<file path="config.mk">
export PLATFORM = sky130hd
export DESIGN_NAME = ttw_front
export DESIGN_NICKNAME = d
export VERILOG_FILES = /design/src/rtl/core/ttw_pkg.sv /design/src/rtl/core/ttw_front.sv
export SDC_FILE = /design/constraint.sdc
export NUM_CORES = 1
export LEC_CHECK = 0
export BUFFER_PORTS_ARGS = -buffer_cell sky130_fd_sc_hd__buf_2
export CAP_MARGIN = 5
export CORE_ASPECT_RATIO = 1.2
export CORE_UTILIZATION = 48
export CTS_CLUSTER_SIZE = 8
export DETAILED_ROUTE_END_ITERATION = 16
export PLACE_DENSITY = 0.8
export SYNTH_ARGS = -nofsm -noshare
export SYNTH_HDL_FRONTEND = slang
export SYNTH_SLANG_ARGS = --single-unit
export TNS_END_PERCENT = 20
</file>
<file path="constraint.sdc">
create_clock -name clock -period 3.87 [get_ports clock]
set_clock_uncertainty 0.1 [all_clocks]
set_input_delay 0.5805 -clock clock [delete_from_list [all_inputs] [get_ports clock]]
set_output_delay 0.5805 -clock clock [all_outputs]
set_load 0.03 [all_outputs]
</file>
<file path="src/rtl/core/ttw_pkg.sv">
// Package for the text terminal writer: screen geometry, field widths,
// register indexes and the micro-operation carried from front to back.
// No dependencies.
package ttw_pkg;

   // Screen geometry
   localparam int SCR_COLS = 80;
   localparam int SCR_ROWS = 25;
   localparam int CELL_CNT = SCR_COLS * SCR_ROWS;

   // Field widths
   localparam int COL_W  = 7;
   localparam int ROW_W  = 5;
   localparam int IDX_W  = 11;
   localparam int CELL_W = 16;
   localparam int CHAR_W = 8;
   localparam int CLR_W  = 8;
   localparam int SCRL_W = 5;

   // Reset values and fixed characters
   localparam logic [CLR_W-1:0]  RESET_COLOR  = 8'h06;
   localparam logic [SCRL_W-1:0] RESET_SCROLL = 5'd3;
   localparam logic [CHAR_W-1:0] BLANK_CHAR   = 8'h20;
   localparam logic [CHAR_W-1:0] ERASE_CHAR   = 8'h00;

   // Configuration register indexes
   localparam logic CSR_TEXT_COLOR   = 1'b0;
   localparam logic CSR_SCROLL_LINES = 1'b1;

   // Queue between front and back
   localparam int Q_DEPTH = 4;
   localparam int Q_PTR_W = $clog2(Q_DEPTH);

   typedef enum logic [2:0] {
      OP_PRINT,
      OP_NEWLINE,
      OP_RETURN,
      OP_BACK,
      OP_READ
   } op_type;

   typedef struct packed {
      op_type              op;
      logic [CHAR_W-1:0]   char_code;
      logic [IDX_W-1:0]    cell_index;
      logic                last;
   } uop_type;

endpackage

</file>
<file path="src/rtl/core/ttw_front.sv">
// Front end: takes input beats, classifies each byte and splits an escaped
// byte into four print operations. Depends on ttw_pkg.
module ttw_front
   import ttw_pkg::*;
(
   input  logic               clock,
   input  logic               reset,
   input  logic               enable,
   input  logic               req_tvalid,
   output logic               req_tready,
   input  logic [23:0]        req_tdata,   // char_code[7:0], cell_index[18:8]
   input  logic               req_tuser,   // mode
   output logic               push_vld,
   input  logic               push_rdy,
   output uop_type            push_data
);

   logic                hold_vld_ff, hold_vld_in;
   logic                hold_mode_ff, hold_mode_in;
   logic [CHAR_W-1:0]   hold_char_ff, hold_char_in;
   logic [IDX_W-1:0]    hold_idx_ff, hold_idx_in;
   logic [1:0]          step_ff, step_in;
   logic                printable;
   logic                escaped;

   function automatic logic [CHAR_W-1:0] hex_char(input logic [3:0] nib);
      logic [CHAR_W-1:0] res;
      if (nib < 4'd10) begin
         res = 8'h30 + {4'h0, nib};
      end else begin
         res = 8'h57 + {4'h0, nib};
      end
      return res;
   endfunction

   assign printable = (hold_char_ff >= 8'h20) && (hold_char_ff <= 8'h7E);

   // Classify the held byte
   always_comb begin
      push_data.op         = OP_PRINT;
      push_data.char_code  = hold_char_ff;
      push_data.cell_index = hold_idx_ff;
      push_data.last       = 1'b1;
      escaped              = 1'b0;
      if (hold_mode_ff) begin
         push_data.op = OP_READ;
      end else begin
         case (hold_char_ff)
            8'h0A: push_data.op = OP_NEWLINE;
            8'h0D: push_data.op = OP_RETURN;
            8'h08: push_data.op = OP_BACK;
            default: begin
               if (!printable) begin
                  escaped = 1'b1;
               end
            end
         endcase
      end
      if (escaped) begin
         push_data.last = (step_ff == 2'd3);
         case (step_ff)
            2'd0:    push_data.char_code = 8'h5C;
            2'd1:    push_data.char_code = 8'h78;
            2'd2:    push_data.char_code = hex_char(hold_char_ff[7:4]);
            default: push_data.char_code = hex_char(hold_char_ff[3:0]);
         endcase
      end
   end

   assign push_vld   = hold_vld_ff;
   assign req_tready = enable && (!hold_vld_ff || (push_rdy && push_data.last));

   // Advance the split and load the next beat
   always_comb begin
      hold_vld_in  = hold_vld_ff;
      hold_mode_in = hold_mode_ff;
      hold_char_in = hold_char_ff;
      hold_idx_in  = hold_idx_ff;
      step_in      = step_ff;
      if (hold_vld_ff && push_rdy) begin
         if (push_data.last) begin
            hold_vld_in = 1'b0;
            step_in     = 2'd0;
         end else begin
            step_in = step_ff + 2'd1;
         end
      end
      if (req_tvalid && req_tready) begin
         hold_vld_in  = 1'b1;
         hold_mode_in = req_tuser;
         hold_char_in = req_tdata[7:0];
         hold_idx_in  = req_tdata[18:8];
         step_in      = 2'd0;
      end
   end

   always_ff @(posedge clock) begin
      if (reset) begin
         hold_vld_ff <= 1'b0;
         step_ff     <= 2'd0;
      end else begin
         hold_vld_ff <= hold_vld_in;
         step_ff     <= step_in;
      end
      hold_mode_ff <= hold_mode_in;
      hold_char_ff <= hold_char_in;
      hold_idx_ff  <= hold_idx_in;
   end

endmodule

</file>
* Yosys cells after proc, flatten, opt, wreduce, memory -nomap -nowiden *
Index checks and enable logic that the tools add are counted.

word-level totals
  register bits after elaboration = 23
  bits in latches = 0
  bits in writable memories = 0
  bits in read-only memories = 0
  input bits = 30
  output and inout port bits = 25
  word-level logic and storage cells = 47
  memories = 0

cells by class
  add/subtract/negate cells = 5
  $mul = 0
  div/mod/pow operators = 0
  $lt $le $gt $ge = 4
  eq/ne operators = 6
  shift operators = 0
  multiplexer cells = 14
  bitwise operators = 0
  reduce and logical (&&, ||, !) cells = 13

operator list
  operator                                                           number
  equality test 8 x 4 -> 1 bit, second input constant                3
  2-to-1 mux 8 bit                                                   3
  case mux 8 bit (3 select lines)                                    1
  adder 7 x 4 -> 8 bit, first input constant                         2
  adder 6 x 4 -> 7 bit, first input constant                         2
  greater-or-equal comparator 8 x 6 -> 1 bit, second input constant  1
  <= comparator 8 x 7 -> 1 bit, second input constant                1
  < comparator 4 bit, second input constant                          2
  2-to-1 mux 1 bit                                                   7
  case mux 2 bit (3 select lines)                                    1
  logical AND 1 bit                                                  5
  equality test 2 bit, second input constant                         2
  nonzero test 2 bit                                                 2
  2-to-1 mux 3 bit                                                   1
  OR reduction 3 bit                                                 1
  adder 2 x 1 -> 2 bit, second input constant                        1
  equality test 2 x 1 -> 1 bit, second input constant                1
  logical NOT 2 bit                                                  1
  2-to-1 mux 2 bit                                                   1
  AND reduction 2 bit                                                1
  OR reduction 2 bit                                                 1
  logical NOT 1 bit                                                  1
  logical OR 1 bit                                                   1

* Depth between registers and ports, before layout *
Gate-level depths: netlist (run 1).

  depth after elaboration = 12
  depth in mapped cells = 8
  depth with buffers taken out = 7

* Least setup slack after synthesis (run 1) *
No wires, ideal clock.

  path kind = reg2reg
  from = reg hold_char_ff[1]
  to = reg hold_char_ff[0], enable pin
  setup time = 0.434 ns
  arrival time = 2.908 ns
  required time = 3.336 ns
  setup slack = 0.428 ns
  stages on the path, launching flop included = 7
  buffers on the path = 0
  period minus slack after synthesis = 3.442 ns
  path through = edfxtp_1 > inv_1 > ha_1 > nor2_1 > o21ai_0 > a221oi_4 > a221oi_1

between the ends
  longest elaborated chain between the ends = 10
  elaborated cells between the ends (all ways) = 15
  classes of those cells = 2 x order compare; 3 x eq/ne; 4 x mux; 6 x reduce/logical

RTL lines
  item                                                                                               line              text
  from (decl)                                                                                        ttw_front.sv:20   logic [CHAR_W-1:0] hold_char_ff, hold_char_in;
  from (signal assigned)                                                                             ttw_front.sv:106  hold_char_ff <= hold_char_in;
  greater-or-equal comparator 8 x 6 -> 1 bit / <= comparator 8 x 7 -> 1 bit (equally long branches)  ttw_front.sv:36   assign printable = (hold_char_ff >= 8'h20) && (hold_char_ff <= 8'h7E);
  logical AND 1 bit                                                                                  ttw_front.sv:36
  2-to-1 mux 1 bit                                                                                   ttw_front.sv:53   if (!printable) begin
  2-to-1 mux 1 bit (*)                                                                               ttw_front.sv:48   case (hold_char_ff)
  2-to-1 mux 1 bit (*)                                                                               ttw_front.sv:45   if (hold_mode_ff) begin
  2-to-1 mux 1 bit (*)                                                                               ttw_front.sv:59   if (escaped) begin
  logical AND 1 bit (*)                                                                              ttw_front.sv:71   assign req_tready = enable && (!hold_vld_ff || (push_rdy && push_data.last));
  logical OR 1 bit (*)                                                                               ttw_front.sv:71
  logical AND 1 bit (*)                                                                              ttw_front.sv:71
  logical AND 1 bit (*)                                                                              ttw_front.sv:88   if (req_tvalid && req_tready) begin

Mark *: on every way between the ends. The rest lies on a longest branch, timed or not.
A chain may end at the register's enable or synchronous reset.

==> qor.yml, run 1 <==
tns_ps: 0
synth-seq-cells: 23
min_path_type: "input pin to flop"
netlist_top_cells_count: "edfxtp_1 (20), nand2_1 (15), ha_1 (12), inv_1 (9), o21ai_0 (7)"
slew_violations: 0
dieArea_sq_um: 3110
setup_viol: 0
dr.first_iter.drc_count: 55
vias_per_cell: 5.56
violations: "DRC"
fin_crit_ps: 3410
syn_area_per_cell_sq_um: 11.0
critPathRequiredTime_ps: 3190
yosys.cell_count.top_type: "edfxtp_1"
finalHoldViolCount: 0
yosysTopAreaCell: "edfxtp_1"
cts_resized: 0
drt-total-wl_um: 2920
grt_overflow: 0
cts_tree: "built"
ant_nets: 0
gp_congestion: 0.870
hpwl_um: 2270
clk_path_buf_depth: 2
finish.utilization_pct: 60.2
syn-num-nets: 168
synthCells: 126
rows: 21
antenna_found_initial: 0
synth_edf_count: 20
wire_per_inst_um: 14.1
leakagePower_nw: 0.707
async_reset_ff_share_pct: 0
p_per_area_nw_per_um2: 294
synthesis.area_sq_um: 1390
dr.pass1.iters: 10
status: "complete, but fails checks"
synth_area_leaders: "edfxtp_1 (43%), ha_1 (11%), dfxtp_1 (4.3%)"
r2r-start: "hold_char_ff[5]$_DFFE_PP_"
synthDistinctLibCells: 43
drc_errors: 2
cts_max_level: 1
path_clk_slew_ps: 120
track_usage_pct: 19.7
worstMarginPinSlew_ps: 680
finish.net_count: 216
seq_area_sq_um: 661
cts_buffers: 3
n_fill_cell: 237
cap_violations: 0
vdd_drop_max_mv: 0.267
root_buffer: "clkbuf_4"
grt_pass1_vias: 1061
hp-start: "req_tdata[10]"
cts_num_sinks: 23
io_pins: 55
ctsHoldBuffers: 0
die_h_um: 60.9
ys_warn_count: 0
grt_max_degree: 22
diodes: 0
vias: 1150
worstSkewPairLatency_ps: 300
area_delta_synth_final_pct: 19.6
yosysTopAreaCellShare_pct: 43.2
crit_path_start_kind: "flop"
grt_pass1_wl_um: 4490
grt_setup_unrepaired: "no"
worst_ep_arrival_time_ps: 2730
maxSlewHeadroom_pct: 54.7
initial_core_util_pct: 50.3
worstSetupEndpointType: "primary output"
drive_above_1_share_pct: 34.7
finalCritPeriodShare_pct: 88.1
multiInputGateArea_sq_um: 644
ys_seq_area_share_pct: 47.6
power_uw: 489
cts_setup_buffers: 0
core_area_sq_um: 2760
crit_fanout: 15
setup.worst_path.start: "hold_char_ff[5]$_DFFE_PP_"
ys.flop_type: "edfxtp_1"
max_freq_ghz: 0.293
crit_type: "flop to primary output"
numPortBuffers: 49
die_w_um: 51.1
-- stage by stage --
step	std cells	setup WS (ps)	hold WS (ps)	instance area [sq um]
after floorplan	126	428	376	1390
after global placement	203	856	396	1630
after detailed placement	203	840	417	1630
after CTS	207	480	337	1660
after global routing	207	310	326	1660
final	207	460	346	1660
-- metal layers --
layer / share of wire (%) / wire length, um / GRT usage [%] / up-vias
met5: 0 / 0 / 0 / -
met4: 2.5 / 74 / 11.9 / 0
li1: - / - / - / 560
met3: 5.7 / 166 / 2.01 / 6
met2: 51 / 1490 / 34.8 / 48
met1: 41 / 1180 / 23.1 / 536
-- power by group --
group / switching (mW) / total, mW / internal [mW]
Sequential: 0.0113 / 0.293 / 0.282
Clock: 0.0638 / 0.102 / 0.0385
Combinational: 0.0604 / 0.0934 / 0.0330
-- cell usage in the layout (no fill, tap or decap), drive strengths merged, types with 3 or more instances in the layout --
cell type,n
dfxtp,3
inv,9
nand2b,3
clkbuf,3
ha,12
nor2b,3
nand3,6
edfxtp,20
o21ai,8
nand2,16
a21oi,6
nor2,3
buf,50
-- worst max-delay path, stage by stage, from the launching register on --
cell	delay [ps]
edfxtp_1	560
ha_1	210
nand3_1	60
a311o_1	330
a221oi_4	650
nand2_1	180
a22oi_1	220
buf_2	220
-- sequential cells by signal, summed over array words and instances (netlist names) --
name / flops
hold_idx_ff: 11
hold_char_ff: 8
step_ff: 2
hold_mode_ff: 1
push_vld: 1
-- cells by family after synthesis --
logic type	Yosys count	synth area share [%]
AO/OA/AOI/OAI	34	18.7
XOR/XNOR	1	0.631
adder cells (fa/ha/maj)	12	10.8
buffers and inverters	16	6.49
flip-flops	23	47.6
multiplexers	1	0.721
AND/OR/NAND/NOR	39	15.1
-- area by class of cell --
cell class                 count  share of cell area (%)
sequential                    23                    39.8
tap                           34                    2.56
multi-input combinational     87                    38.8
clock inverter                 1                   0.301
clock buffer                   3                    1.36
inverter                       9                    2.03
timing repair buffer          50                    15.2
-- final timing paths --
kind                              endpoint  slack (ps)  cells after the start
hold / removal    hold_idx_ff[2]$_DFFE_PP_         350                      1
hold reg to reg    step_ff[1]$_SDFFE_PP0P_         430                      2
setup / recovery             push_data[12]         460                      7
setup reg to reg    hold_mode_ff$_DFFE_PP_        1330                      6
No activity file was read; power rests on OpenSTA's default activity.
==> inputs of run 2 (changes only) <==
--- a/config.mk
+++ b/config.mk
@@ -5,6 +5,7 @@
 export SDC_FILE = /design/constraint.sdc
 export NUM_CORES = 1
 export LEC_CHECK = 0
+export ABC_AREA = 1
 export BUFFER_PORTS_ARGS = -buffer_cell sky130_fd_sc_hd__buf_2
 export CAP_MARGIN = 5
 export CORE_ASPECT_RATIO = 1.2
==> constraint.sdc (replaced) <==
create_clock -name clock -period 3.8 [get_ports clock]
set_clock_uncertainty 0.1 [all_clocks]
set_input_delay 0.57 -clock clock [delete_from_list [all_inputs] [get_ports clock]]
set_output_delay 0.57 -clock clock [all_outputs]
set_load 0.03 [all_outputs]
==> run 2 against run 1 <==
Net effect: the run now ends clean; worst hold slack got worse by 16 ps; core utilization up 0.51 points; worst setup slack improved by 490 ps; first-iteration DRC count decreased by 55%; routed wire length down 14%; synthesized cell count rose by 21%; largest power group unchanged; die area is 0.95% higher; non-clock buffer count shrank 1; sequential power about the same; register-to-register slack worse by 60 ps; design area up 1.8%; sequential share of layout area decreased by 0.71 points.
==> qor.yml, run 2 <==
synth_area_leaders: "edfxtp_1 (43%), ha_1 (11%), nand2_1 (7.0%)"
dpl-instance-area_sq_um: 1660
fin_crit_ps: 2850
path_clk_slew_ps: 120
drt-total-wl_um: 2500
finalHoldViolCount: 0
top_register: "hold_idx_ff"
seqPwrFrac_pct: 59.8
syn_area_per_cell_sq_um: 9.17
ys_seq_area_share_pct: 47.1
diodes: 0
ys_warn_count: 0
swShare_pct: 27.8
worst_ep_arrival_time_ps: 2180
largest_register_ffs: 11
area_delta_synth_final_pct: 20.6
final_cell_area_sq_um: 1690
synthDistinctLibCells: 30
n_fill_cell: 268
pwr-share-clk_pct: 21.9
die_w_um: 51.3
cts_resized: 0
async_reset_ff_share_pct: 0
track_usage_pct: 16.3
cts_tree: "built"
slew_violations: 0
tns_ps: 0
cts_buffers: 3
vias_per_cell: 4.84
dr.first_iter.drc_count: 25
io_pins: 55
vdd_drop_max_mv: 0.276
dr.pass1.iters: 4
core_area_sq_um: 2790
grt_setup_unrepaired: "no"
synthCells: 153
drc_errors: 0
grt_max_degree: 21
finalCritPeriodShare_pct: 75.0
gp_congestion: 0.898
max_freq_ghz: 0.351
numPortBuffers: 49
reg_top3: "hold_idx_ff: 11 flops, hold_char_ff: 8 flops, step_ff: 2 flops"
rows: 21
vias: 1148
cts_max_level: 1
clk_path_buf_depth: 2
final_cell_mix: "buf_2 (49), nand2_1 (26), inv_1 (24)"
setup_viol: 0
root_buffer: "clkbuf_4"
dp.cells: 233
crit_path_start_kind: "flop"
final_common_cell: "buf_2"
crit_type: "flop to primary output"
pwr-share-comb_pct: 18.3
finish.net_count: 246
worstSkewPairLatency_ps: 300
drive_above_1_share_pct: 34.5
pre_cts_slack_ps: 1260
synth-seq-cells: 23
initial_core_util_pct: 50.4
hpwl_um: 2030
grt_overflow: 0
die_h_um: 61.2
leakagePower_nw: 0.804
setup_slack_ps: 950
synthesis.area_sq_um: 1400
p_per_area_nw_per_um2: 292
antenna_found_initial: 0
netlist_top_cells_count: "nand2_1 (26), inv_1 (24), edfxtp_1 (20), nor2_1 (13)"
status: "finished, final reports clean"
p_switching_uw: 137
ctsHoldBuffers: 0
syn-num-nets: 195
maxSlewHeadroom_pct: 53.5
ys.flop_type: "edfxtp_1"
cts_num_sinks: 23
grt_pass1_vias: 951
synth_edf_count: 20
critPathRequiredTime_ps: 3130
wire_per_inst_um: 10.6
cts_setup_buffers: 0
yosysTopAreaCellShare_pct: 42.8
dieArea_sq_um: 3140
yosysTopAreaCell: "edfxtp_1"
worstMarginPinSlew_ps: 697
cap_violations: 0
yosys.cell_count.top_type: "nand2_1"
crit_fanout: 10
timing.hold.ws_ps: 329
worstSetupEndpointType: "primary output"
cell_internal_pwr_uw: 356
grt_pass1_wl_um: 3800
ant_nets: 0
min_path_type: "input pin to flop"
layout.cells.non_filler: 237
## run 2: cell type report
type                       count  area (sq um)  area share, %
inverter                      27           101           5.99
timing repair buffer          49           245           14.5
sequential                    23           661           39.1
multi-input combinational    100           614           36.3
tap                           34          42.5           2.51
clock inverter                 1          5.00          0.296
clock buffer                   3          22.5           1.33
## run 2: power by group through the flow
stage	Combinational [mW]	Clock (mW)	Sequential (mW)
detailed placement	0.0908	0	0.301
finish	0.0903	0.108	0.295
global route	0.0987	0.121	0.297
CTS	0.0908	0.112	0.295
global placement	0.0894	0	0.300
floorplan	0.0527	0	0.309
## run 2: kinds of logic after synthesis
family,after synthesis,share of synthesized area [%]
compound gates,27,11.6
flops,23,47.1
buf+inv,30,9.10
fa+ha+maj,12,10.7
xor+xnor,1,0.625
simple gates,60,20.9
## run 2: path summary, 6_finish.rpt
check,from,endpoint,slack (ps),cells after the start
hold / removal,req_tdata[7],hold_char_ff[7]$_DFFE_PP_,330,1
setup / recovery,hold_char_ff[0]$_DFFE_PP_,push_data[14],950,12
setup reg to reg,hold_char_ff[1]$_DFFE_PP_,hold_mode_ff$_DFFE_PP_,1270,12
hold reg to reg,push_vld$_SDFFE_PP0P_,push_vld$_SDFFE_PP0P_,500,4
## run 2: worst max-delay path, stage by stage, from the launching register on
cell      delay [ps]
edfxtp_1         480
inv_1            120
ha_1             240
inv_1             60
nand2_1           40
nand2_1           90
nor2_2            50
nor2_4           140
nand2_2          100
inv_2            130
nor2_1            60
a31oi_1          150
buf_2            220
## run 2: stage by stage
step	power, mW	utilization (%)
floorplan	0.362	-
global placement	0.390	59.7
detailed placement	0.392	59.7
CTS	0.498	60.7
global route	0.517	60.7
finish	0.493	60.7
## run 2: routing by layer
| metal | track usage [%] | routed length (um) | up-vias |
|---|---|---|---|
| met2 | 29.3 | 1200 | 45 |
| li1 | - | - | 601 |
| met1 | 19.5 | 1130 | 498 |
| met3 | 1.73 | 135 | 4 |
| met5 | 0 | 0 | - |
| met4 | 8.11 | 36 | 0 |
==> inputs of run 3 (changes only) <==
--- a/config.mk
+++ b/config.mk
@@ -9,10 +9,10 @@
 export BUFFER_PORTS_ARGS = -buffer_cell sky130_fd_sc_hd__buf_2
 export CAP_MARGIN = 5
 export CORE_ASPECT_RATIO = 1.2
-export CORE_UTILIZATION = 48
+export CORE_UTILIZATION = 43
 export CTS_CLUSTER_SIZE = 8
 export DETAILED_ROUTE_END_ITERATION = 16
-export PLACE_DENSITY = 0.8
+export PLACE_DENSITY = 0.76
 export SYNTH_ARGS = -nofsm -noshare
 export SYNTH_HDL_FRONTEND = slang
 export SYNTH_SLANG_ARGS = --single-unit
==> constraint.sdc (replaced) <==
create_clock -name clock -period 2.3 [get_ports clock]
set_clock_uncertainty 0.1 [all_clocks]
set_input_delay 0.345 -clock clock [delete_from_list [all_inputs] [get_ports clock]]
set_output_delay 0.345 -clock clock [all_outputs]
set_load 0.03 [all_outputs]
==> run 3 against run 2 <==
Net effect: the run now ends with setup timing left; clock power rose by 63%; register-to-register slack got worse by 1000 ps; sequential power increased by 64%; critical path depth down 2; sequential cell count is the same.
==> qor.yml, run 3 (same netlist as run 2, synthesis figures left out) <==
reg_top3: "hold_idx_ff: 11 flops, hold_char_ff: 8 flops, step_ff: 2 flops"
power_uw: 852
crit_fanout: 5
grt_pass1_wl_um: 4440
crit_type: "flop to primary output"
largest_register_ffs: 11
worst_ep_arrival_time_ps: 1910
p_switching_uw: 238
gp_congestion: 0.879
dr.pass1.iters: 4
rows: 22
path_clk_slew_ps: 120
finalCritPeriodShare_pct: 103
finish.net_count: 262
hpwl_um: 2120
vias_per_cell: 4.89
initial_core_util_pct: 45.5
diodes: 0
drive_above_1_share_pct: 46.1
die_w_um: 54.1
critical_path.top_delay_family: "flip-flops"
leakagePower_nw: 0.894
dp.cells: 239
core_area_sq_um: 3080
root_buffer: "clkbuf_4"
grt_max_degree: 21
track_usage_pct: 16.7
io_pins: 55
top_register: "hold_idx_ff"
timing.hold.ws_ps: 111
setup_slack_ps: -57.8
slew_violations: 0
finalHoldViolCount: 0
cts_tree: "built"
crit_path_start_kind: "flop"
cell_internal_pwr_uw: 614
die_h_um: 64.6
drc_errors: 0
layout.cells.non_filler: 255
cts_max_level: 1
final_cell_mix: "buf_2 (42), nand2_1 (25), edfxtp_1 (20)"
grt_setup_unrepaired: "yes"
tns_ps: -152
swShare_pct: 28.0
area_delta_synth_final_pct: 37.5
pre_cts_slack_ps: 150
drt-total-wl_um: 2820
critPathMaxStageDelay_ps: 460
cp_slowest_cell: "edfxtp_1"
dieArea_sq_um: 3500
min_path_type: "input pin to flop"
antenna_found_initial: 0
clk_path_buf_depth: 2
wire_per_inst_um: 11.1
ant_nets: 0
maxSlewHeadroom_pct: 82.4
cap_violations: 0
setup_viol: 5
dr.first_iter.drc_count: 42
cts_buffers: 3
final_common_cell: "buf_2"
worstSkewPairLatency_ps: 300
path_cells: "inv_2, ha_2, nand2_4, o21bai_4, nor2_4, nand2_4, clkinv_4, o211ai_1, o21ai_1, buf_4"
cpMostUsedCell: "nand2_4"
p_per_area_nw_per_um2: 442
worstSetupEndpointType: "primary output"
vias: 1247
pwr-share-comb_pct: 22.5
max_freq_ghz: 0.424
crit_buf_inv: 3
critPathRequiredTime_ps: 1860
vdd_drop_max_mv: 0.512
numPortBuffers: 49
violations: "setup timing"
fin_crit_ps: 2360
cts_num_sinks: 23
worstMarginPinSlew_ps: 262
status: "complete, but fails checks"
grt_pass1_vias: 1154
grt_overflow: 0
seqPwrFrac_pct: 56.8
n_fill_cell: 269
pwr-share-clk_pct: 20.6
run 3: cell count changes in the layout (fill, tap and decap cells not counted), moves of 2 or more:
| cell | delta |
|---|---|
| ha_1 | -5 |
| buf_4 | +19 |
| o21ai_1 | +4 |
| ha_4 | +2 |
| o21ai_0 | -4 |
| buf_6 | +2 |
| buf_2 | -7 |
| ha_2 | +3 |
| inv_1 | -6 |
| inv_2 | +5 |
run 3: power groups by stage:
stage	clock [mW]	sequential, mW	combinational (mW)
after global placement	0	0.494	0.158
after detailed placement	0	0.495	0.160
after global routing	0.198	0.487	0.207
final	0.176	0.484	0.192
after CTS	0.182	0.486	0.172
after floorplan	0	0.511	0.0873
run 3: worst reg2reg max path: cells and delay by family, from the launching register on:
kind	cells	cell delay (ps)
buffers and inverters	3	390
adder cells (fa/ha/maj)	1	200
flip-flops	1	460
AND/OR/NAND/NOR	6	470
AO/OA/AOI/OAI	1	170
run 3: layout make-up:
type                       count  area (sq um)  share of cell area (%)
clock inverter                 1          5.00                   0.260
timing repair buffer          64           395                    20.5
inverter                      27           106                    5.52
clock buffer                   3          22.5                    1.17
sequential                    23           661                    34.3
timing repair inverter         1          6.26                   0.324
tap                           36          45.0                    2.34
multi-input combinational    100           687                    35.6
run 3: timing repair:
item / in CTS / in global routing
hold buffers: 0 / 0
cloned: 0 / 1
setup endpoints to repair: 9 / 10
endpoints found under the hold margin: 0 / 0
buffers inserted: 2 / 9
pin swaps: 2 / 10
gates resized for setup: 19 / 19
run 3: path summary, 6_finish.rpt:
path         cells past startpoint                         to  slack (ps)                 startpoint
min                              1  hold_char_ff[2]$_DFFE_PP_         110               req_tdata[2]
max reg2reg                     11  hold_char_ff[6]$_DFFE_PP_         240  hold_char_ff[4]$_DFFE_PP_
min reg2reg                      2    step_ff[0]$_SDFFE_PP0P_         510    step_ff[0]$_SDFFE_PP0P_
max                             10              push_data[16]         -60  hold_char_ff[4]$_DFFE_PP_
run 3: metal layers:
metal	GRT usage (%)	up-vias	wire length [um]
li1	-	637	-
met1	20.0	557	1240
met2	28.8	49	1370
met3	2.58	4	179
met4	6.09	0	28
met5	0	-	0
run 3: per-stage QoR:
stage,util [%],cell area [sq um]
6_report,62.5,1930
2_1_floorplan,-,1400
3_5_place_dp,55.4,1710
3_3_place_gp,55.4,1710
5_1_grt,62.5,1930
4_1_cts,58.2,1790
