<file path="src/rtl/core/ttw_pkg.sv">
// Package for the text terminal writer: screen geometry, field widths,
// register indexes and the micro-operation carried from front to back.
// No dependencies.
package ttw_pkg;

   // Screen geometry
   localparam int SCR_COLS = 80;
   localparam int SCR_ROWS = 25;
   localparam int CELL_CNT = SCR_COLS * SCR_ROWS;

   // Field widths
   localparam int COL_W  = 7;
   localparam int ROW_W  = 5;
   localparam int IDX_W  = 11;
   localparam int CELL_W = 16;
   localparam int CHAR_W = 8;
   localparam int CLR_W  = 8;
   localparam int SCRL_W = 5;

   // Reset values and fixed characters
   localparam logic [CLR_W-1:0]  RESET_COLOR  = 8'h06;
   localparam logic [SCRL_W-1:0] RESET_SCROLL = 5'd3;
   localparam logic [CHAR_W-1:0] BLANK_CHAR   = 8'h20;
   localparam logic [CHAR_W-1:0] ERASE_CHAR   = 8'h00;

   // Configuration register indexes
   localparam logic CSR_TEXT_COLOR   = 1'b0;
   localparam logic CSR_SCROLL_LINES = 1'b1;

   // Queue between front and back
   localparam int Q_DEPTH = 4;
   localparam int Q_PTR_W = $clog2(Q_DEPTH);

   typedef enum logic [2:0] {
      OP_PRINT,
      OP_NEWLINE,
      OP_RETURN,
      OP_BACK,
      OP_READ
   } op_type;

   typedef struct packed {
      op_type              op;
      logic [CHAR_W-1:0]   char_code;
      logic [IDX_W-1:0]    cell_index;
      logic                last;
   } uop_type;

endpackage

</file>
<file path="src/rtl/core/ttw_queue.sv">
// Short queue of micro-operations between front and back.
// Depends on ttw_pkg.
module ttw_queue
   import ttw_pkg::*;
(
   input  logic     clock,
   input  logic     reset,
   input  logic     push_vld,
   output logic     push_rdy,
   input  uop_type  push_data,
   output logic     pop_vld,
   input  logic     pop_rdy,
   output uop_type  pop_data
);

   uop_type               slot_ff [Q_DEPTH];
   logic [Q_PTR_W-1:0]    wr_ptr_ff, wr_ptr_in;
   logic [Q_PTR_W-1:0]    rd_ptr_ff, rd_ptr_in;
   logic [Q_PTR_W:0]      count_ff, count_in;
   logic                  do_push;
   logic                  do_pop;

   assign push_rdy = (count_ff != (Q_PTR_W+1)'(Q_DEPTH));
   assign pop_vld  = (count_ff != '0);
   assign pop_data = slot_ff[rd_ptr_ff];
   assign do_push  = push_vld && push_rdy;
   assign do_pop   = pop_vld && pop_rdy;

   // Advance pointers and fill level
   always_comb begin
      wr_ptr_in = do_push ? wr_ptr_ff + 1'b1 : wr_ptr_ff;
      rd_ptr_in = do_pop ? rd_ptr_ff + 1'b1 : rd_ptr_ff;
      count_in  = count_ff;
      if (do_push && !do_pop) begin
         count_in = count_ff + 1'b1;
      end else if (do_pop && !do_push) begin
         count_in = count_ff - 1'b1;
      end
   end

   always_ff @(posedge clock) begin
      if (reset) begin
         wr_ptr_ff <= '0;
         rd_ptr_ff <= '0;
         count_ff  <= '0;
      end else begin
         wr_ptr_ff <= wr_ptr_in;
         rd_ptr_ff <= rd_ptr_in;
         count_ff  <= count_in;
      end
      if (do_push) begin
         slot_ff[wr_ptr_ff] <= push_data;
      end
   end

endmodule

</file>
<file path="config.mk">
export PLATFORM = sky130hd
export DESIGN_NAME = ttw_queue
export DESIGN_NICKNAME = d
export VERILOG_FILES = /design/src/rtl/core/ttw_pkg.sv /design/src/rtl/core/ttw_queue.sv
export SDC_FILE = /design/constraint.sdc
export NUM_CORES = 1
export LEC_CHECK = 0
export ABC_AREA = 1
export CAP_MARGIN = 20
export CELL_PAD_IN_SITES_DETAIL_PLACEMENT = 0
export CELL_PAD_IN_SITES_GLOBAL_PLACEMENT = 1
export CORE_MARGIN = 1
export CORE_UTILIZATION = 31
export DETAILED_ROUTE_END_ITERATION = 6
export DONT_BUFFER_PORTS = 1
export HOLD_SLACK_MARGIN = 0.1
export MAX_ROUTING_LAYER = met4
export PLACE_DENSITY = 0.55
export SYNTH_ARGS = -nofsm -noshare
export SYNTH_HDL_FRONTEND = slang
export SYNTH_SLANG_ARGS = --single-unit
</file>
<file path="constraint.sdc">
create_clock -name clock -period 1.85 [get_ports clock]
set_input_delay 0.2775 -clock clock [delete_from_list [all_inputs] [get_ports clock]]
set_output_delay 0.2775 -clock clock [all_outputs]
set_load 0.02 [all_outputs]
</file>
After elaboration in Yosys (flattened, before gate mapping). Memories as Yosys holds them, arrays and structs flattened. A register that Yosys moved wholly into a read port is not among the register bits. Cells that the tools add are included.

Bits in registers: 7. Memory bits (writable): 92. Input port bits: 27. Output and inout bits: 25. Word-level logic and storage cells: 23. Memories: 1.

$add $sub $neg: 4. Equality and inequality tests: 1. Multiplexer cells: 6. Reductions and logical operators: 8.

Memory list: slot_ff (words 4, width 23, read ports 1, clocked after memory_dff 1, wr ports 1, line ttw_queue.sv:16) `uop_type slot_ff [Q_DEPTH];`.

Operator list (count): 2-to-1 mux 3 bit (2); adder 2 x 1 -> 2 bit, second input constant (2); logical AND 1 bit (4); 2-to-1 mux 2 bit (2); adder 3 x 1 -> 3 bit, second input constant (1); != test 3 bit, second input constant (1); nonzero test 3 bit (1); subtractor 3 x 1 -> 3 bit, second input constant (1); zero test 1 bit (2); 2-to-1 mux 1 bit (2); nonzero test 2 bit (1).

Logic depth before layout (Yosys ltp). Gate-level depths: netlist of the first run.

Depth in word-level cells: 6. Mapped depth: 13. Depth with buffers taken out: 13.

Worst setup path after synthesis of the first run. OpenSTA, ideal clock, no wires.

Path type: register to register. Start: register count_ff[0]. End: memory slot_ff[0][0] in the netlist's numbering (enable). Setup time: 0.403 ns. Arrival: 1.708 ns. Setup slack: -0.261 ns. Cell stages (with the launch flop): 5. Buffers on the path: 0. Period minus slack after synthesis: 2.111 ns. Cells stage by stage: dfxtp_1 > nor2_4 > nand2_2 > nand2_2 > nor2_1.

Longest elaborated chain between the ends: 4.

RTL lines: start, declared (line ttw_queue.sv:19) `logic [Q_PTR_W:0] count_ff, count_in;`; start signal, assigned (line ttw_queue.sv:49) `count_ff <= count_in;`; != test 3 bit (line ttw_queue.sv:23) `assign push_rdy = (count_ff != (Q_PTR_W+1)'(Q_DEPTH));`; net push_rdy (line ttw_queue.sv:9) `output logic push_rdy,`; logical AND 1 bit (line ttw_queue.sv:26) `assign do_push = push_vld && push_rdy;`; 2-to-1 mux 1 bit (line ttw_queue.sv:51) `if (do_push) begin`; 2-to-1 mux 1 bit (implied by the code) (line ttw_queue.sv:52) `slot_ff[wr_ptr_ff] <= push_data;`; end, declared (line ttw_queue.sv:16).

The timed path passes the listed nets, and every way through them passes these cells.

==> results of run 1 <==
logic make-up (layout without fill, tap and decap cells):
group                    after synthesis  after routing  synth area share
flip-flops                           101            101            0.7493
adder cells (fa/ha/maj)                6              6           0.02103
XOR/XNOR                               1              1          0.002230
AND/OR/NAND/NOR                       80             80           0.08251
buffers and inverters                 29             90           0.04460
AO/OA/AOI/OAI                         73             73            0.1003
worst max-delay path: stages (launching register included):
cell	delay (ns)
sky130_fd_sc_hd__dfxtp_4	0.41
sky130_fd_sc_hd__buf_12	0.14
sky130_fd_sc_hd__clkinv_16	0.12
sky130_fd_sc_hd__o21ai_0	0.19
sky130_fd_sc_hd__o22ai_1	0.09
sky130_fd_sc_hd__buf_4	0.16
cell type report:
type,instances,area (um^2),share of cell area
well taps,168,210.2,0.04209
flip-flops and latches,101,2949,0.5906
inverters,16,88.84,0.01779
repair buffers,58,586.8,0.1175
clock inverters,6,38.79,0.007767
multi-input cells,160,880.8,0.1764
clock buffers,10,239.0,0.04786
report_power, final:
part	switching, mW	internal [mW]	leakage (nW)
logic	1.29	0.801	0.687
clock network	0.784	0.943	0.134
registers	0.117	2.79	0.918
total	2.19	4.53	1.74
sequential cells by signal, indices dropped and copies added (netlist names), named ones only:
register	flops
wr_ptr_ff	2
slot_ff	92
rd_ptr_ff	2
count_ff	3
cell usage in the layout (no fill, tap or decap), drive strengths merged, types with 9 or more instances in the layout:
cell,n
nand2,15
o22ai,23
clkbuf,10
nor2,60
edfxtp,92
dfxtp,9
buf,34
o21ai,47
dlygate4sd3,24
inv,15
stage by stage:
step	hold WS (ns)	util
after floorplan	0.3466	-
after global placement	0.3506	0.3556
after detailed placement	0.3494	0.3556
after CTS	0.1014	0.4030
after global routing	0.1380	0.4106
final	0.1227	0.4106
per-layer routing:
metal / track usage / share of wire / vias to the layer above
met5: - / 0 / -
met4: 0.04416 / 0.0093 / 0
met3: 0.05294 / 0.057 / 6
met2: 0.2154 / 0.49 / 51
met1: 0.1613 / 0.44 / 1102
li1: - / - / 1164
timing repair:
item | 4_1_cts | 5_1_grt
resized for setup | 10 | 16
endpoints found under the hold margin | 97 | 0
pin swaps | 0 | 2
hold buffers | 24 | 0
endpoints found under the setup margin | 21 | 11
buffers inserted | 0 | 3
cloned | 0 | 0
worst paths after layout:
check	start	end	slack, ns
min reg2reg	rd_ptr_ff[0]$_SDFFE_PP0P_	rd_ptr_ff[0]$_SDFFE_PP0P_	0.51
max reg2reg	count_ff[1]$_SDFFE_PP0P_	count_ff[1]$_SDFFE_PP0P_	0.19
max	register	pop_data[22]	0.11
min	push_vld	wr_ptr_ff[1]$_SDFFE_PP0P_	0.12
==> results.sh, run 1 <==
export IMPL_post_synth_top_count_cell="sky130_fd_sc_hd__edfxtp_1"
export IMPL_timing_hold_violations_final=0
export IMPL_synth_nets=323
export IMPL_layout_setup_ws_ns=0.1065
export IMPL_place_congestion=0.7176
export IMPL_cts_reportedPaths_clkPinSlew_ns=0.07
export IMPL_crit_path_max_fanout=46
export IMPL_grt_max_degree=47
export IMPL_mappedNetlistArea_mm2=0.003928
export IMPL_ys_seq_area_frac=0.7493
export IMPL_power_density_mw_per_mm2=1346
export IMPL_grt_pass1_wl_um=12680
export IMPL_status="complete, no violations"
export IMPL_max_cap_violations=0
export IMPL_vdd_ir_drop_max_uv=474.3
export IMPL_final_net_count=379
export IMPL_placement_io_buffers=0
export IMPL_synth_top_flop_cell="sky130_fd_sc_hd__edfxtp_1"
export IMPL_min_delay_path_class="in -> reg"
export IMPL_cp_arrival_ns=1.47
export IMPL_htreeDepth=3
export IMPL_synth_enable_flop_cells=92
export IMPL_placementRows=40
export IMPL_grt_ovfl_total=0
export IMPL_dp_worst_setup_slack_ns=0.1198
export IMPL_worstSetupPathType="reg -> out"
export IMPL_via_count=2323
export IMPL_fin_worst_skew_ns=0.006217
export IMPL_yosys_top_cells_area="sky130_fd_sc_hd__edfxtp_1 (70%), sky130_fd_sc_hd__nor2_1 (5.6%), sky130_fd_sc_hd__dfxtp_1 (4.6%), sky130_fd_sc_hd__o21ai_0 (3.8%), sky130_fd_sc_hd__o22ai_1 (3.7%)"
export IMPL_grtUsageTotal=0.1369
export IMPL_final_setup_tns_ns=0
export IMPL_die_area_mm2=0.01312
export IMPL_post_route_period_util=0.9424
export IMPL_tightestPinTransition_ns=0.3047
export IMPL_num_antenna_cells=0
export IMPL_start_util=0.3229
export IMPL_detailedRoute_firstPassIterationCount=4
export IMPL_tritoncts_num_sinks=101
export IMPL_antenna_violating_nets_post_route=0
export IMPL_netlist_top_cells_count="sky130_fd_sc_hd__edfxtp_1 (92), sky130_fd_sc_hd__nor2_1 (59), sky130_fd_sc_hd__o21ai_0 (30), sky130_fd_sc_hd__o22ai_1 (23), sky130_fd_sc_hd__o21ai_1 (17)"
export IMPL_vias_per_cell=4.476
export IMPL_worst_setup_path_end_kind="output port"
export IMPL_detailed_place_area_mm2=0.004324
export IMPL_area_growth_pct=27.14
export IMPL_cell_type_with_the_highest_aggregate_area_in_the_netlist="sky130_fd_sc_hd__edfxtp_1"
export IMPL_final_layout_size_suffix_gt1_frac=0.2137
export IMPL_clkLatencyLatePin_ns=0.34
export IMPL_synth_async_reset_ratio=0
export IMPL_reg2reg_depth=9
export IMPL_place_inst=476
export IMPL_dieWidth_um=114.6
export IMPL_i_o_pin_count=52
export IMPL_antenna_violations_before_repair=0
export IMPL_root_buffer="sky130_fd_sc_hd__clkbuf_16"
export IMPL_max_freq_ghz=0.5736
export IMPL_floorplan_die_height_um=114.6
export IMPL_final_max_slew_viols=0
export IMPL_core_area_mm2=0.01216
export IMPL_max_slew_margin=0.7973
export IMPL_drt_first_iter_violations=124
export IMPL_synthesis_instances=290
export IMPL_synth_ff_latch_count=101
export IMPL_cts_buffer_depth=2
export IMPL_tritoncts="yes"
export IMPL_first_global_vias=2403
export IMPL_holdPathStages=3
export IMPL_yosysWarnings=0
export IMPL_final_fill_count=1152
export IMPL_finalSetupViolCount=0
export IMPL_fin_area_mm2=0.004994
export IMPL_final_period_minus_worst_setup_slack_ns=1.743
export IMPL_synth_avg_cell_area_um2=13.54
export IMPL_yosys_cell_types_count=22
export IMPL_cts_buffers=9
export IMPL_routed_wirelength_um=7961
export IMPL_finish_cell_count_without_fillers=519
export IMPL_yosys_area_top_type_share=0.7034
export IMPL_drc_errors=0
export IMPL_start_kind="register"
export IMPL_leakage_nw=1.740
export IMPL_detailed_place_hpwl_um=5008
export IMPL_timing_critical_path_required_ns=1.57
export IMPL_power_total_mw=6.723
export IMPL_routedWlPerCell_um=15.34
(Power assumes the default switching activity.)
==> run 2, diff against run 1 <==
--- a/config.mk
+++ b/config.mk
@@ -16,6 +16,7 @@
 export HOLD_SLACK_MARGIN = 0.1
 export MAX_ROUTING_LAYER = met4
 export PLACE_DENSITY = 0.55
+export RECOVER_POWER = 100
 export SYNTH_ARGS = -nofsm -noshare
 export SYNTH_HDL_FRONTEND = slang
 export SYNTH_SLANG_ARGS = --single-unit
==> results.sh, run 2 (synthesis gave the netlist of run 1 again) <==
export IMPL_final_net_count=379
export IMPL_start_util=0.3229
export IMPL_tightestPinTransition_ns=0.5488
export IMPL_clkLatencyLatePin_ns=0.34
export IMPL_core_area_mm2=0.01216
export IMPL_setup_reg_to_reg_worst_slack_ns=0.17
export IMPL_reg_largest_list="slot_ff x92, count_ff x3"
export IMPL_leakage_nw=1.701
export IMPL_max_slew_margin=0.6341
export IMPL_tritoncts="yes"
export IMPL_grtUsageTotal=0.1369
export IMPL_via_count=2313
export IMPL_vias_per_cell=4.457
export IMPL_antenna_violating_nets_post_route=0
export IMPL_detailedRoute_firstPassIterationCount=4
export IMPL_final_common_cell="sky130_fd_sc_hd__edfxtp_1"
export IMPL_routed_wirelength_um=7915
export IMPL_cts_buffers=9
export IMPL_dieWidth_um=114.6
export IMPL_i_o_pin_count=52
export IMPL_met3_usage=0.05294
export IMPL_timing_hold_violations_final=0
export IMPL_start_kind="register"
export IMPL_most_flop_heavy_register="slot_ff"
export IMPL_largest_register_ff_count=92
export IMPL_placement_io_buffers=0
export IMPL_worstSetupPathType="reg -> out"
export IMPL_tritoncts_num_sinks=101
export IMPL_crit_path_max_fanout=46
export IMPL_grt_pass1_wl_um=12680
export IMPL_finish_cell_count_without_fillers=519
export IMPL_worst_path_max_delay_cell="sky130_fd_sc_hd__o22ai_1"
export IMPL_timing_critical_path_required_ns=1.57
export IMPL_grt_met1_usage=0.1613
export IMPL_finalSetupViolCount=0
export IMPL_num_antenna_cells=0
export IMPL_max_freq_ghz=0.5725
export IMPL_reg2reg_depth=6
export IMPL_status="complete, no violations"
export IMPL_drt_first_iter_violations=127
export IMPL_holdCritStartpoint="push_vld"
export IMPL_path_cells="buf_12 -> clkinv_16 -> nor2_1 -> o22ai_1"
export IMPL_max_cap_violations=0
export IMPL_grt_ovfl_total=0
export IMPL_cts_buffer_depth=2
export IMPL_min_delay_path_class="in -> reg"
export IMPL_worst_setup_path_end_kind="output port"
export IMPL_post_route_util=0.4028
export IMPL_holdPathStages=3
export IMPL_gr_max_usage_layer="met2"
export IMPL_place_congestion=0.7176
export IMPL_final_layout_size_suffix_gt1_frac=0.1738
export IMPL_detailed_place_hpwl_um=5008
export IMPL_worst_r2r_startpoint="count_ff[0]$_SDFFE_PP0P_"
export IMPL_drc_errors=0
export IMPL_root_buffer="sky130_fd_sc_hd__clkbuf_16"
export IMPL_htreeDepth=3
export IMPL_final_period_minus_worst_setup_slack_ns=1.747
export IMPL_critical_path_reg2reg_endpoint="slot_ff[3][6]$_DFFE_PP_"
export IMPL_area_growth_pct=24.72
export IMPL_placementRows=40
export IMPL_grt_max_degree=47
export IMPL_final_setup_tns_ns=0
export IMPL_routedWlPerCell_um=15.25
export IMPL_fin_worst_skew_ns=0.006656
export IMPL_die_area_mm2=0.01312
export IMPL_post_route_period_util=0.9442
export IMPL_cts_reportedPaths_clkPinSlew_ns=0.07
export IMPL_worst_hold_path_endpoint="wr_ptr_ff[1]$_SDFFE_PP0P_"
export IMPL_met2_usage=0.2154
export IMPL_cp_arrival_ns=1.47
export IMPL_floorplan_die_height_um=114.6
export IMPL_place_inst=476
export IMPL_vdd_ir_drop_max_uv=474.0
export IMPL_antenna_violations_before_repair=0
export IMPL_first_global_vias=2403
export IMPL_layout_common_cells="sky130_fd_sc_hd__edfxtp_1 (92), sky130_fd_sc_hd__nor2_1 (59), sky130_fd_sc_hd__o21ai_0 (26), sky130_fd_sc_hd__dlygate4sd3_1 (24), sky130_fd_sc_hd__o21ai_1 (21)"
export IMPL_power_density_mw_per_mm2=1355
export IMPL_final_max_slew_viols=0
export IMPL_cp_slowest_stage_delay_ns=0.42
-- run 2: where the power goes --
group | internal (mW) | leakage (nW) | switching (mW)
clock | 0.943 | 0.134 | 0.782
combinational | 0.733 | 0.648 | 1.27
sequential | 2.79 | 0.918 | 0.116
-- run 2: routing by layer --
metal | up-vias | wire [um] | share of wire
met3 | 11 | 436 | 0.055
li1 | 1165 | - | -
met4 | 0 | 110 | 0.014
met2 | 45 | 3904 | 0.49
met1 | 1092 | 3465 | 0.44
met5 | - | 0 | 0
-- run 2: cell type report --
cell class                 instances  area (um^2)
clock buffer                      10        239.0
tap                              168        210.2
fill                            1169         7263
clock inverter                     6        38.79
multi-input combinational        160        859.6
inverter                          16        88.84
timing repair buffer              58        513.0
sequential                       101         2949
-- run 2: worst max-delay path: cells and delay by family, from the launching register on --
family	cells	cell delay [ns]
AO/OA/AOI/OAI	1	0.42
buffers and inverters	2	0.26
flip-flops	1	0.38
AND/OR/NAND/NOR	1	0.05
-- run 2: how the worst max path moves through the flow --
stage	to	slack, ns	depth (start not counted)
CTS	pop_data[9]	0.02	4
global placement	count_ff[2]$_SDFFE_PP0P_	0.16	13
detailed placement	count_ff[2]$_SDFFE_PP0P_	0.12	13
global route	pop_data[16]	-0.001	5
finish	pop_data[4]	0.10	4
floorplan	slot_ff[0][0]$_DFFE_PP_	-0.26	4
-- run 2: through the flow --
step | instance area (um^2) | hold WS, ns | worst slack (ns) | total power, mW
2_1_floorplan | 3928 | 0.3466 | -0.2609 | 4.218
3_3_place_gp | 4324 | 0.3506 | 0.1573 | 4.814
3_5_place_dp | 4324 | 0.3494 | 0.1198 | 4.824
4_1_cts | 4901 | 0.1014 | 0.01729 | 6.693
5_1_grt | 4898 | 0.1408 | -0.001041 | 7.005
6_report | 4898 | 0.1228 | 0.1032 | 6.636
-- run 2: timing repair --
action,CTS,global route
setup endpoints to repair,21,11
gates resized for setup,10,16
pin swaps,0,2
setup buffers,0,3
hold buffers,24,0
hold endpoints to repair,97,0
==> run 3, diff against run 2 <==
--- a/config.mk
+++ b/config.mk
@@ -9,13 +9,15 @@
 export CAP_MARGIN = 20
 export CELL_PAD_IN_SITES_DETAIL_PLACEMENT = 0
 export CELL_PAD_IN_SITES_GLOBAL_PLACEMENT = 1
+export CORE_ASPECT_RATIO = 1.2
 export CORE_MARGIN = 1
 export CORE_UTILIZATION = 31
+export CTS_CLUSTER_SIZE = 25
 export DETAILED_ROUTE_END_ITERATION = 6
 export DONT_BUFFER_PORTS = 1
 export HOLD_SLACK_MARGIN = 0.1
 export MAX_ROUTING_LAYER = met4
-export PLACE_DENSITY = 0.55
+export PLACE_DENSITY = 0.53
 export RECOVER_POWER = 100
 export SYNTH_ARGS = -nofsm -noshare
 export SYNTH_HDL_FRONTEND = slang
==> constraint.sdc (replaced) <==
create_clock -name clock -period 2 [get_ports clock]
set_input_delay 0.3 -clock clock [delete_from_list [all_inputs] [get_ports clock]]
set_output_delay 0.3 -clock clock [all_outputs]
set_load 0.02 [all_outputs]
==> results.sh, run 3 (synthesis gave the netlist of run 1 again) <==
export IMPL_detailedRoute_firstPassIterationCount=4
export IMPL_holdPathStages=3
export IMPL_routedWlPerCell_um=16.05
export IMPL_final_net_count=365
export IMPL_die_area_mm2=0.01313
export IMPL_final_max_slew_viols=0
export IMPL_worst_r2r_startpoint="count_ff[0]$_SDFFE_PP0P_"
export IMPL_clkLatencyLatePin_ns=0.34
export IMPL_tritoncts="yes"
export IMPL_worst_setup_path_end_kind="output port"
export IMPL_vdd_ir_drop_max_uv=552.8
export IMPL_max_freq_ghz=0.5316
export IMPL_floorplan_die_height_um=125.3
export IMPL_area_growth_pct=21.54
export IMPL_grt_max_degree=47
export IMPL_dieWidth_um=104.8
export IMPL_finalSetupViolCount=0
export IMPL_most_flop_heavy_register="slot_ff"
export IMPL_antenna_violations_before_repair=0
export IMPL_final_fill_count=1208
export IMPL_placement_io_buffers=0
export IMPL_drt_first_iter_violations=98
export IMPL_core_area_mm2=0.01222
export IMPL_max_slew_margin=0.5172
export IMPL_start_util=0.3214
export IMPL_fin_worst_skew_ns=0.005945
export IMPL_worstSetupPathType="reg -> out"
export IMPL_holdCritStartpoint="push_vld"
export IMPL_timing_hold_violations_final=0
export IMPL_layout_common_cells="sky130_fd_sc_hd__edfxtp_1 (92), sky130_fd_sc_hd__nor2_1 (59), sky130_fd_sc_hd__o21ai_0 (30), sky130_fd_sc_hd__dlygate4sd3_1 (24), sky130_fd_sc_hd__o21ai_1 (17)"
export IMPL_grtUsageTotal=0.1302
export IMPL_cp_arrival_ns=1.58
export IMPL_first_global_vias=2260
export IMPL_start_kind="register"
export IMPL_min_delay_path_class="in -> reg"
export IMPL_multi_input_comb_area_um2=873.3
export IMPL_power_density_mw_per_mm2=1282
export IMPL_num_antenna_cells=0
export IMPL_tightestPinTransition_ns=0.7242
export IMPL_drc_errors=0
export IMPL_largest_register_ff_count=92
export IMPL_final_period_minus_worst_setup_slack_ns=1.881
export IMPL_critical_path_reg2reg_endpoint="count_ff[1]$_SDFFE_PP0P_"
export IMPL_place_congestion=0.7271
export IMPL_placementRows=44
export IMPL_cts_reportedPaths_clkPinSlew_ns=0.07
export IMPL_reg_largest_list="slot_ff x92, count_ff x3"
export IMPL_crit_path_max_fanout=23
export IMPL_vias_per_cell=4.651
export IMPL_tritoncts_num_sinks=101
export IMPL_cts_buffer_depth=2
export IMPL_via_count=2316
export IMPL_setup_reg_to_reg_worst_slack_ns=0.16
export IMPL_hold_slack_final_ns=0.1468
export IMPL_final_common_cell="sky130_fd_sc_hd__edfxtp_1"
export IMPL_power_total_mw=6.118
export IMPL_regArea_mm2=0.002944
export IMPL_worst_hold_path_endpoint="wr_ptr_ff[1]$_SDFFE_PP0P_"
export IMPL_antenna_violating_nets_post_route=0
export IMPL_grt_ovfl_total=0
export IMPL_grt_pass1_wl_um=12440
export IMPL_max_cap_violations=0
export IMPL_timing_critical_path_required_ns=1.70
export IMPL_postCtsSetupBuffers=0
export IMPL_i_o_pin_count=52
export IMPL_htreeDepth=3
export IMPL_final_layout_size_suffix_gt1_frac=0.1454
export IMPL_routed_wirelength_um=7995
export IMPL_reg2reg_depth=9
export IMPL_detailed_place_hpwl_um=4762
export IMPL_status="complete, no violations"
export IMPL_root_buffer="sky130_fd_sc_hd__clkbuf_16"
export IMPL_cts_buffers=9
export IMPL_leakage_nw=1.641
export IMPL_post_route_period_util=0.9406
## run 3: cell types whose count changed in the layout (fill, tap and decap cells not counted), sizes merged
cell and delta:
clkbuf -1, clkinvlp -1, buf -14, inv +5, bufinv +1, clkinv -4
## run 3: power by group
part / switching [mW] / total, mW / internal, mW
sequential: 0.112 / 2.69 / 2.57
combinational: 1.13 / 1.64 / 0.504
clock: 0.796 / 1.80 / 1.00
## run 3: final cells by class
type | instances | share of cell area
multi-input cells | 160 | 0.1830
flip-flops and latches | 101 | 0.6168
clock inverters | 7 | 0.01809
inverters | 16 | 0.01442
clock buffers | 9 | 0.04718
well taps | 161 | 0.04220
repair buffers | 44 | 0.07837
## run 3: through the flow
step | setup WS (ns) | area, um^2 | utilization | instances | TNS [ns]
finish | 0.1188 | 4773 | 0.3906 | 498 | 0
global route | -0.0008358 | 4773 | 0.3906 | 498 | -0.0008358
CTS | 0.003602 | 4753 | 0.3889 | 498 | 0
detailed placement | 0.2206 | 4195 | 0.3433 | 458 | 0
global placement | 0.2232 | 4195 | 0.3433 | 458 | 0
floorplan | -0.1109 | 3928 | - | 290 | -10.21
## run 3: repair_timing
item | 4_1_cts | 5_1_grt
endpoints found under the setup margin | 1 | 13
endpoints found under the hold margin | 97 | 0
hold buffers | 24 | 0
resized for setup | 1 | 11
## run 3: how the worst max path moves through the flow
stage | startpoint | to | slack (ns) | depth (start not counted)
2_1_floorplan | count_ff[0]$_SDFFE_PP0P_ | slot_ff[1][0]$_DFFE_PP_ | -0.11 | 4
3_3_place_gp | count_ff[0]$_SDFFE_PP0P_ | count_ff[2]$_SDFFE_PP0P_ | 0.22 | 13
3_5_place_dp | count_ff[0]$_SDFFE_PP0P_ | count_ff[2]$_SDFFE_PP0P_ | 0.22 | 13
4_1_cts | register | pop_data[17] | 0.004 | 3
5_1_grt | register | pop_data[19] | -0.0008 | 4
6_report | register | pop_data[14] | 0.12 | 3
## run 3: worst max-delay path, stage by stage, from the launching register on
cell and delay, ns:
sky130_fd_sc_hd__dfxtp_2 0.52, sky130_fd_sc_hd__buf_12 0.20, sky130_fd_sc_hd__o21ai_0 0.10, sky130_fd_sc_hd__o22ai_1 0.40
## run 3: per-layer routing
layer  vias to the layer above  wire length (um)  GRT usage
li1                       1137                 -          -
met1                      1126              3605     0.1588
met2                        47              3926     0.2045
met3                         6               367    0.03754
met4                         0                95    0.04971
met5                         -                 0          -
